File: src/design/cfr_pkg.sv
`timescale 1ns / 1ps

package cfr_pkg;

  localparam int MAX_PAYLOAD_DEF = 49;

  localparam int CFG_IDX_W  = 2;
  localparam int CFG_DATA_W = 9;

  localparam logic [CFG_IDX_W-1:0] CFG_SYNC_FIRST  = 2'd0;
  localparam logic [CFG_IDX_W-1:0] CFG_SYNC_SECOND = 2'd1;
  localparam logic [CFG_IDX_W-1:0] CFG_FUNC_LIMIT  = 2'd2;
  localparam logic [CFG_IDX_W-1:0] CFG_LEN_LIMIT   = 2'd3;

  localparam logic [7:0] SYNC_FIRST_RST  = 8'hAA;
  localparam logic [7:0] SYNC_SECOND_RST = 8'hAF;
  localparam logic [8:0] FUNC_LIMIT_RST  = 9'h0F1;
  localparam logic [5:0] LEN_LIMIT_RST   = 6'd50;

  localparam logic [7:0] ACK_FUNC_LO = 8'h10;
  localparam logic [7:0] ACK_FUNC_HI = 8'h15;

  typedef struct packed {
    logic sum_load;
    logic sum_add;
    logic func_load;
    logic len_load;
    logic byte_store;
    logic rd_clear;
    logic rd_fetch;
    logic rd_next;
  } cfr_cmd_t;

  typedef struct packed {
    logic sync1_hit;
    logic sync2_hit;
    logic func_ok;
    logic len_ok;
    logic left_zero;
    logic left_one;
    logic sum_hit;
    logic rd_last;
  } cfr_sts_t;

endpackage

File: src/design/cfr_in_if.sv
`timescale 1ns / 1ps

interface cfr_in_if;
  logic       valid;
  logic       ready;
  logic [7:0] rx_byte;

  modport source (output valid, output rx_byte, input ready);
  modport sink   (input valid, input rx_byte, output ready);
endinterface

File: src/design/cfr_out_if.sv
`timescale 1ns / 1ps

interface cfr_out_if;
  logic       valid;
  logic       ready;
  logic [7:0] function_code;
  logic [5:0] payload_length;
  logic [5:0] byte_index;
  logic [7:0] payload_byte;
  logic [7:0] frame_checksum;
  logic       ack_needed;
  logic       last;

  modport source (output valid, output function_code, output payload_length,
                  output byte_index, output payload_byte, output frame_checksum,
                  output ack_needed, output last, input ready);
  modport sink   (input valid, input function_code, input payload_length,
                  input byte_index, input payload_byte, input frame_checksum,
                  input ack_needed, input last, output ready);
endinterface

File: src/design/checksummed_frame_receiver.sv
`timescale 1ns / 1ps

// Checksummed frame receiver.
// in_chan carries one received byte per request (valid/ready). The block hunts
// for sync_first, sync_second, a function byte, a length byte, the payload and
// an additive 8-bit checksum. out_chan carries one request per payload byte of
// a frame whose checksum matched, in index order, with last on the final one.
// Bad or malformed frames produce nothing and hunting restarts.
// On a good checksum byte the receiver stops taking bytes and reads the
// payload store one entry at a time: S_READ fetches an entry and S_SHOW then
// holds it as a valid result until out_chan.ready takes it; the next entry is
// then fetched, or after the final one hunting resumes.
// A stall on out_chan holds the current result stable and holds off in_chan.
// cfg_we writes register cfg_idx (0 sync_first, 1 sync_second,
// 2 function_limit, 3 length_limit) from cfg_data; write only while idle.
// Synchronous reset (rst_n low) restores default registers and hunting; the
// payload store is not cleared and needs no clearing pass.

module checksummed_frame_receiver
  import cfr_pkg::*;
#(
  parameter int MAX_PAYLOAD = MAX_PAYLOAD_DEF
) (
  input  logic                  clk,
  input  logic                  rst_n,
  cfr_in_if.sink                in_chan,
  cfr_out_if.source             out_chan,
  input  logic                  cfg_we,
  input  logic [CFG_IDX_W-1:0]  cfg_idx,
  input  logic [CFG_DATA_W-1:0] cfg_data
);

  cfr_cmd_t cmd;
  cfr_sts_t sts;

  cfr_ctrl u_ctrl (
    .clk       (clk),
    .rst_n     (rst_n),
    .in_valid  (in_chan.valid),
    .in_ready  (in_chan.ready),
    .out_valid (out_chan.valid),
    .out_ready (out_chan.ready),
    .sts       (sts),
    .cmd       (cmd)
  );

  cfr_datapath #(
    .MAX_PAYLOAD (MAX_PAYLOAD)
  ) u_dp (
    .clk            (clk),
    .rst_n          (rst_n),
    .cfg_we         (cfg_we),
    .cfg_idx        (cfg_idx),
    .cfg_data       (cfg_data),
    .rx_byte        (in_chan.rx_byte),
    .cmd            (cmd),
    .sts            (sts),
    .function_code  (out_chan.function_code),
    .payload_length (out_chan.payload_length),
    .byte_index     (out_chan.byte_index),
    .payload_byte   (out_chan.payload_byte),
    .frame_checksum (out_chan.frame_checksum),
    .ack_needed     (out_chan.ack_needed),
    .last           (out_chan.last)
  );

`ifndef SYNTHESIS
  a_index_in_frame: assert property (@(posedge clk) disable iff (!rst_n)
    out_chan.valid |-> (out_chan.byte_index < out_chan.payload_length))
    else $error("result index beyond frame length");

  a_last_resumes: assert property (@(posedge clk) disable iff (!rst_n)
    (out_chan.valid && out_chan.ready && out_chan.last) |=> in_chan.ready)
    else $error("receiver did not resume after final result");

  a_index_steps: assert property (@(posedge clk) disable iff (!rst_n)
    (out_chan.valid && out_chan.ready && !out_chan.last) |=> !out_chan.valid ##1
      (out_chan.valid && (out_chan.byte_index == $past(out_chan.byte_index, 2) + 6'd1)))
    else $error("result index did not advance by one");
`endif

endmodule

File: src/design/cfr_datapath.sv
`timescale 1ns / 1ps

module cfr_datapath
  import cfr_pkg::*;
#(
  parameter int MAX_PAYLOAD = MAX_PAYLOAD_DEF
) (
  input  logic                  clk,
  input  logic                  rst_n,
  input  logic                  cfg_we,
  input  logic [CFG_IDX_W-1:0]  cfg_idx,
  input  logic [CFG_DATA_W-1:0] cfg_data,
  input  logic [7:0]            rx_byte,
  input  cfr_cmd_t              cmd,
  output cfr_sts_t              sts,
  output logic [7:0]            function_code,
  output logic [5:0]            payload_length,
  output logic [5:0]            byte_index,
  output logic [7:0]            payload_byte,
  output logic [7:0]            frame_checksum,
  output logic                  ack_needed,
  output logic                  last
);

  localparam int AW      = (MAX_PAYLOAD > 1) ? $clog2(MAX_PAYLOAD) : 1;
  localparam int LIM_CAP = MAX_PAYLOAD + 1;

  logic [7:0] sync_first_r;
  logic [7:0] sync_second_r;
  logic [8:0] func_limit_r;
  logic [5:0] len_limit_r;

  logic [5:0] bytes_left_r;
  logic [5:0] write_index_r;
  logic [7:0] running_sum_r;
  logic [7:0] held_function_r;
  logic [5:0] rd_idx_r;

  logic [7:0] store_mem [MAX_PAYLOAD];
  logic [7:0] rd_data_r;

  logic [6:0] len_lim;

  always_ff @(posedge clk) begin
    if (!rst_n) begin
      sync_first_r  <= SYNC_FIRST_RST;
      sync_second_r <= SYNC_SECOND_RST;
      func_limit_r  <= FUNC_LIMIT_RST;
      len_limit_r   <= LEN_LIMIT_RST;
    end else if (cfg_we) begin
      case (cfg_idx)
        CFG_SYNC_FIRST:  sync_first_r  <= cfg_data[7:0];
        CFG_SYNC_SECOND: sync_second_r <= cfg_data[7:0];
        CFG_FUNC_LIMIT:  func_limit_r  <= cfg_data;
        CFG_LEN_LIMIT:   len_limit_r   <= cfg_data[5:0];
        default: ;
      endcase
    end
  end

  always_ff @(posedge clk) begin
    if (!rst_n) begin
      bytes_left_r    <= '0;
      write_index_r   <= '0;
      running_sum_r   <= '0;
      held_function_r <= '0;
      rd_idx_r        <= '0;
    end else begin
      if (cmd.sum_load) begin
        running_sum_r <= rx_byte;
      end else if (cmd.sum_add) begin
        running_sum_r <= running_sum_r + rx_byte;
      end
      if (cmd.func_load) begin
        held_function_r <= rx_byte;
      end
      if (cmd.len_load) begin
        bytes_left_r  <= rx_byte[5:0];
        write_index_r <= '0;
      end else if (cmd.byte_store) begin
        bytes_left_r  <= bytes_left_r - 6'd1;
        write_index_r <= write_index_r + 6'd1;
      end
      if (cmd.rd_clear) begin
        rd_idx_r <= '0;
      end else if (cmd.rd_next) begin
        rd_idx_r <= rd_idx_r + 6'd1;
      end
    end
  end

  always_ff @(posedge clk) begin
    if (cmd.byte_store) begin
      store_mem[write_index_r[AW-1:0]] <= rx_byte;
    end
    if (cmd.rd_fetch) begin
      rd_data_r <= store_mem[rd_idx_r[AW-1:0]];
    end
  end

  // length byte limit, capped at the store depth plus one
  assign len_lim = ({1'b0, len_limit_r} > 7'(LIM_CAP)) ? 7'(LIM_CAP) : {1'b0, len_limit_r};

  always_comb begin
    sts.sync1_hit = (rx_byte == sync_first_r);
    sts.sync2_hit = (rx_byte == sync_second_r);
    sts.func_ok   = ({1'b0, rx_byte} < func_limit_r);
    sts.len_ok    = (rx_byte < {1'b0, len_lim});
    sts.left_zero = (bytes_left_r == 6'd0);
    sts.left_one  = (bytes_left_r == 6'd1);
    sts.sum_hit   = (rx_byte == running_sum_r);
    sts.rd_last   = (rd_idx_r == write_index_r - 6'd1);
  end

  assign function_code  = held_function_r;
  assign payload_length = write_index_r;
  assign byte_index     = rd_idx_r;
  assign payload_byte   = rd_data_r;
  assign frame_checksum = running_sum_r;
  assign ack_needed     = (held_function_r >= ACK_FUNC_LO) && (held_function_r <= ACK_FUNC_HI);
  assign last           = sts.rd_last;

`ifndef SYNTHESIS
  a_wr_in_range: assert property (@(posedge clk) disable iff (!rst_n)
    cmd.byte_store |-> (write_index_r < 6'(MAX_PAYLOAD)))
    else $error("payload write beyond store");

  a_len_fits: assert property (@(posedge clk) disable iff (!rst_n)
    cmd.len_load |-> (rx_byte <= 8'(MAX_PAYLOAD)))
    else $error("accepted length exceeds store");

  a_fill_tracks: assert property (@(posedge clk) disable iff (!rst_n)
    cmd.byte_store |=> (write_index_r == $past(write_index_r) + 6'd1) &&
                       (bytes_left_r == $past(bytes_left_r) - 6'd1))
    else $error("fill counters out of step");
`endif

endmodule

File: src/design/cfr_ctrl.sv
`timescale 1ns / 1ps

module cfr_ctrl
  import cfr_pkg::*;
(
  input  logic     clk,
  input  logic     rst_n,
  input  logic     in_valid,
  output logic     in_ready,
  output logic     out_valid,
  input  logic     out_ready,
  input  cfr_sts_t sts,
  output cfr_cmd_t cmd
);

  typedef enum logic [2:0] {
    S_SYNC1,
    S_SYNC2,
    S_FUNC,
    S_LEN,
    S_PAY,
    S_CHK,
    S_READ,
    S_SHOW
  } state_t;

  state_t state_r, state_nxt;
  logic   out_valid_r, out_valid_nxt;
  logic   take;

  assign in_ready  = (state_r != S_READ) && (state_r != S_SHOW);
  assign take      = in_valid && in_ready;
  assign out_valid = out_valid_r;

  always_comb begin
    state_nxt     = state_r;
    out_valid_nxt = 1'b0;
    cmd           = '0;
    case (state_r)
      S_SYNC1: begin
        if (take && sts.sync1_hit) begin
          cmd.sum_load = 1'b1;
          state_nxt    = S_SYNC2;
        end
      end
      S_SYNC2: begin
        if (take) begin
          cmd.sum_add = sts.sync2_hit;
          state_nxt   = sts.sync2_hit ? S_FUNC : S_SYNC1;
        end
      end
      S_FUNC: begin
        if (take) begin
          cmd.sum_add   = sts.func_ok;
          cmd.func_load = sts.func_ok;
          state_nxt     = sts.func_ok ? S_LEN : S_SYNC1;
        end
      end
      S_LEN: begin
        if (take) begin
          cmd.sum_add  = sts.len_ok;
          cmd.len_load = sts.len_ok;
          state_nxt    = sts.len_ok ? S_PAY : S_SYNC1;
        end
      end
      S_PAY: begin
        if (take) begin
          if (sts.left_zero) begin
            state_nxt = S_SYNC1;
          end else begin
            cmd.sum_add    = 1'b1;
            cmd.byte_store = 1'b1;
            state_nxt      = sts.left_one ? S_CHK : S_PAY;
          end
        end
      end
      S_CHK: begin
        if (take) begin
          cmd.rd_clear = sts.sum_hit;
          state_nxt    = sts.sum_hit ? S_READ : S_SYNC1;
        end
      end
      S_READ: begin
        cmd.rd_fetch  = 1'b1;
        out_valid_nxt = 1'b1;
        state_nxt     = S_SHOW;
      end
      S_SHOW: begin
        out_valid_nxt = 1'b1;
        if (out_ready) begin
          out_valid_nxt = 1'b0;
          if (sts.rd_last) begin
            state_nxt = S_SYNC1;
          end else begin
            cmd.rd_next = 1'b1;
            state_nxt   = S_READ;
          end
        end
      end
      default: begin
        state_nxt = S_SYNC1;
      end
    endcase
  end

  always_ff @(posedge clk) begin
    if (!rst_n) begin
      state_r     <= S_SYNC1;
      out_valid_r <= 1'b0;
    end else begin
      state_r     <= state_nxt;
      out_valid_r <= out_valid_nxt;
    end
  end

`ifndef SYNTHESIS
  a_show_valid: assert property (@(posedge clk) disable iff (!rst_n)
    out_valid_r == (state_r == S_SHOW))
    else $error("result valid out of step with state");

  a_no_rx_while_emit: assert property (@(posedge clk) disable iff (!rst_n)
    out_valid_r |-> !in_ready)
    else $error("request taken while a result is pending");

  a_emit_start: assert property (@(posedge clk) disable iff (!rst_n)
    (state_r == S_CHK && take && sts.sum_hit) |=> (state_r == S_READ) ##1 out_valid_r)
    else $error("good frame did not start emission");
`endif

endmodule
File: src/flat_wrapper.sv
// flat-port wrapper written by rule: the top's interface ports become plain ports
module checksummed_frame_receiver_flat import cfr_pkg::*;
#(
  parameter int MAX_PAYLOAD = MAX_PAYLOAD_DEF
)
  (clk, rst_n, cfg_we, cfg_idx, cfg_data, in_chan_valid, in_chan_rx_byte, in_chan_ready, out_chan_valid, out_chan_function_code, out_chan_payload_length, out_chan_byte_index, out_chan_payload_byte, out_chan_frame_checksum, out_chan_ack_needed, out_chan_last, out_chan_ready);
  cfr_in_if in_chan_i ();
  cfr_out_if out_chan_i ();
  input  logic clk;
  input  logic rst_n;
  input  logic cfg_we;
  input  logic [CFG_IDX_W-1:0] cfg_idx;
  input  logic [CFG_DATA_W-1:0] cfg_data;
  input wire logic [$bits(in_chan_i.valid)-1:0] in_chan_valid;
  input wire logic [$bits(in_chan_i.rx_byte)-1:0] in_chan_rx_byte;
  output wire logic [$bits(in_chan_i.ready)-1:0] in_chan_ready;
  output wire logic [$bits(out_chan_i.valid)-1:0] out_chan_valid;
  output wire logic [$bits(out_chan_i.function_code)-1:0] out_chan_function_code;
  output wire logic [$bits(out_chan_i.payload_length)-1:0] out_chan_payload_length;
  output wire logic [$bits(out_chan_i.byte_index)-1:0] out_chan_byte_index;
  output wire logic [$bits(out_chan_i.payload_byte)-1:0] out_chan_payload_byte;
  output wire logic [$bits(out_chan_i.frame_checksum)-1:0] out_chan_frame_checksum;
  output wire logic [$bits(out_chan_i.ack_needed)-1:0] out_chan_ack_needed;
  output wire logic [$bits(out_chan_i.last)-1:0] out_chan_last;
  input wire logic [$bits(out_chan_i.ready)-1:0] out_chan_ready;
  assign in_chan_i.valid = in_chan_valid;
  assign in_chan_i.rx_byte = in_chan_rx_byte;
  assign in_chan_ready = in_chan_i.ready;
  assign out_chan_valid = out_chan_i.valid;
  assign out_chan_function_code = out_chan_i.function_code;
  assign out_chan_payload_length = out_chan_i.payload_length;
  assign out_chan_byte_index = out_chan_i.byte_index;
  assign out_chan_payload_byte = out_chan_i.payload_byte;
  assign out_chan_frame_checksum = out_chan_i.frame_checksum;
  assign out_chan_ack_needed = out_chan_i.ack_needed;
  assign out_chan_last = out_chan_i.last;
  assign out_chan_i.ready = out_chan_ready;
  checksummed_frame_receiver #(.MAX_PAYLOAD(MAX_PAYLOAD)) u_core (.clk(clk), .rst_n(rst_n), .in_chan(in_chan_i), .out_chan(out_chan_i), .cfg_we(cfg_we), .cfg_idx(cfg_idx), .cfg_data(cfg_data));
endmodule
File: config.mk
export PLATFORM = sky130hd
export DESIGN_NAME = checksummed_frame_receiver_flat
export DESIGN_NICKNAME = d
export VERILOG_FILES = /design/src/design/cfr_pkg.sv /design/src/design/cfr_in_if.sv /design/src/design/cfr_out_if.sv /design/src/design/checksummed_frame_receiver.sv /design/src/design/cfr_datapath.sv /design/src/design/cfr_ctrl.sv /design/src/flat_wrapper.sv
export SDC_FILE = /design/constraint.sdc
export NUM_CORES = 1
export LEC_CHECK = 0
export ABC_AREA = 1
export BUFFER_PORTS_ARGS = -buffer_cell sky130_fd_sc_hd__buf_2
export CAP_MARGIN = 20
export CORE_MARGIN = 1
export CORE_UTILIZATION = 56
export CTS_CLUSTER_DIAMETER = 40
export DETAILED_ROUTE_END_ITERATION = 12
export PLACE_DENSITY_LB_ADDON = 0.1
export SYNTH_ARGS = -nofsm -noshare
export SYNTH_HDL_FRONTEND = slang
export SYNTH_SLANG_ARGS = --single-unit
export TNS_END_PERCENT = 1
File: constraint.sdc
create_clock -name clk -period 2.35 [get_ports clk]
set_input_delay 0.1175 -clock clk [delete_from_list [all_inputs] [get_ports clk]]
set_output_delay 0.1175 -clock clk [all_outputs]
set_load 0.01 [all_outputs]
==> flow_metrics.tcl <==
set metrics [dict create \
    first_iter_violations 1389 \
    clk_latency_ps 600 \
    wl_per_cell_um 22.0 \
    maxCapViolations 0 \
    dp_cells 2299 \
    timing.final.hold_violations 0 \
    die_w_um 190 \
    grt_usage_pct 30.2 \
    hp-class "input port to register" \
    routed_via_density 5.94 \
    cts_buffers 56 \
    dr.pass1.iters 5 \
    synth.distinct_cells 47 \
    die_area_sq_um 36200 \
    gp_congestion 0.908 \
    start_kind "register" \
    critPathBufInv 4 \
    cp_top_family "simple AND/OR/NAND/NOR gates" \
    final_cells 2428 \
    ys_warn_count 0 \
    cp_common_cell "inv_1" \
    portBuffers 63 \
    placementRows 68 \
    crit_chain "clkinvlp_4, ha_4, nand2_1, inv_1, nor3_1, o21ai_1, nor2_1, nand3_2, inv_1, buf_2" \
    power.density_nw_per_um2 783 \
    arrival_ps 2200 \
    leakagePower_nw 8.55 \
    fin_worst_skew_ps 25.9 \
    period_needed_ps 2320 \
    grt_max_degree 116 \
    synth_area_per_cell_sq_um 11.3 \
    syn_area_sq_um 19900 \
    clk_pin_slew_worst_paths_ps 50 \
    dpl_cell_area_sq_um 21300 \
    worst_pin_slew_ps 708 \
    synthCells 1754 \
    finalNetCount 1972 \
    syn-num-nets 1803 \
    path_max_fanout 5 \
    status "finished, final reports clean" \
    dieHeight_um 190 \
    ys_seq_elements 469 \
    cts_tree "done" \
    seq_area_frac_synth_pct 67.4 \
    dp_hpwl_um 34400 \
    grt_pass1_wl_um 81200 \
    fillers 2593 \
    finalSetupTns_ps 0 \
    overflow 0 \
    slowest_stage "dfxtp_4" \
    root_buffer "clkbuf_16" \
    cpPeakStageDelay_ps 380 \
    wl_um 53500 \
    worstSetupPathType "register to output pin" \
    maxSlewViolCount 0 \
    drive_above_1_share_pct 16.9 \
    finalSetupViolations 0 \
    htree_levels 2 \
    areaGrowthSynthToFinish_pct 18.3 \
    drc 0 \
    vias 14400 \
    grt_pass1_vias 14100 \
    crit_required_ps 2230 \
    slew_headroom_pct 52.8 \
    worst_slack_ps 30.8 \
    peakVddDrop_mv 0.620 \
    start_util_pct 57.2 \
    final_util_pct 67.7 \
    antenna_found_initial 1 \
    period_share_pct 98.7 \
    dp_worst_setup_slack_ps 117 \
    core-area_sq_um 34700 \
    cts_buffer_depth 3 \
    fmax_mhz 431 \
    io_pins 64 \
    cp-end-kind "output pin" \
    fin_area_sq_um 23500 \
    cts_sinks 469 \
    final_antenna_net_count 0 \
]
==> cells in the mapped netlist, drive strengths merged <==
master,count,area (sq um)
edfxtp,400,12000
nor2,308,1200
o21ai,240,1210
nand2,213,822
inv,82,313
nand3,72,398
dfxtp,69,1380
o22ai,59,369
clkbuf,56,211
a21oi,46,238
o221ai,40,350
buf,36,216
nand4,28,190
ha,24,300
o211ai,22,165
xnor2,19,166
nor3,12,75.1
xor2,11,96.3
nor4,6,58.8
clkinv,3,11.3
or2,3,18.8
a211o,1,8.76
a21boi,1,7.51
a221oi,1,8.76
fa,1,20.0
nor3b,1,7.51
==> routing by layer <==
layer	up-vias	routed length (um)	GRT usage (%)	part of all wire, %
met5	-	0	0	0
met4	0	2590	16.1	4.8
met3	146	4180	5.01	7.8
met2	721	25100	47.7	47
met1	6890	21700	40.2	40
li1	6670	-	-	-
==> logic make-up after synthesis <==
kind of cell             after synthesis  share of synthesized area, %
AND/OR/NAND/NOR                      643                          14.0
XOR/XNOR                              30                          1.32
buffers and inverters                177                          3.79
flip-flops                           469                          67.4
adder cells (fa/ha/maj)               25                          1.61
AO/OA/AOI/OAI                        410                          11.9
==> cells in the final DEF (no fill, tap or decap), types with 40 or more instances in the layout <==
| cell | netlist | layout |
|---|---|---|
| a21oi_1 | 44 | 44 |
| inv_1 | 70 | 68 |
| o221ai_1 | 40 | 40 |
| nand3_1 | 66 | 66 |
| nand2_1 | 208 | 208 |
| edfxtp_1 | 400 | 400 |
| buf_4 | 4 | 115 |
| dfxtp_1 | 69 | 63 |
| o21ai_0 | 219 | 219 |
| nor2_1 | 299 | 299 |
| o22ai_1 | 59 | 59 |
| buf_2 | 23 | 63 |
| clkbuf_16 | 0 | 58 |
==> per-stage QoR <==
| step | hold slack (ps) | power [W] |
|---|---|---|
| after global placement | 397 | 0.00968 |
| after detailed placement | 400 | 0.00969 |
| after floorplan | 216 | 0.00941 |
| final | 36.6 | 0.0184 |
| after global routing | 30.3 | 0.0189 |
| after CTS | 1.09 | 0.0185 |
==> registers in the layout, summed over array words and instances (netlist names) <==
signal,cells
u_core.u_dp.store_mem,392
u_core.u_ctrl.out_valid,1
u_core.u_ctrl.state_r,3
u_core.u_dp.payload_length,6
u_core.u_dp.payload_byte,8
u_core.u_dp.byte_index,6
u_core.u_dp.len_limit_r,6
u_core.u_dp.func_limit_r,9
u_core.u_dp.function_code,8
u_core.u_dp.sync_second_r,8
u_core.u_dp.sync_first_r,8
u_core.u_dp.bytes_left_r,6
u_core.u_dp.frame_checksum,8
==> timing repair <==
item	4_1_cts	5_1_grt
setup endpoints to repair	1	17
buffers inserted	1	4
hold buffers	16	0
pin swaps	1	0
resized for setup	4	5
hold endpoints to repair	52	0
==> final cells by class <==
cell class	instances	area (sq um)	area share, %
Sequential cell	469	13400	57.1
Multi-Input combinational cell	1108	5740	24.4
Timing Repair Buffer	203	1520	6.46
Clock buffer	64	1470	6.27
Tap cell	455	569	2.42
Clock inverter	42	458	1.95
Inverter	85	330	1.41
Antenna cell	2	5.00	0.0213
==> path summary, 6_finish.rpt <==
| path | from | end | slack, ps | cells past startpoint |
|---|---|---|---|---|
| setup / recovery | u_core.u_dp.payload_length[1] | out_chan_last | 30 | 10 |
| hold / removal | in_chan_rx_byte[6] | u_core.u_dp.store_mem[18][6] | 40 | 2 |
| setup reg to reg | u_core.u_dp.byte_index[0] | u_core.u_dp.payload_byte[4] | 140 | 10 |
| hold reg to reg | u_core.u_dp.func_limit_r[3] | u_core.u_dp.func_limit_r[3] | 460 | 2 |
==> report_power, final <==
part	total [W]	switching (W)	leakage (nW)	internal, W
Combinational	0.000478	0.000336	3.45	0.000142
Sequential	0.00906	0.0000158	4.16	0.00904
Clock	0.00888	0.00346	0.943	0.00541
(Power assumes the default switching activity.)
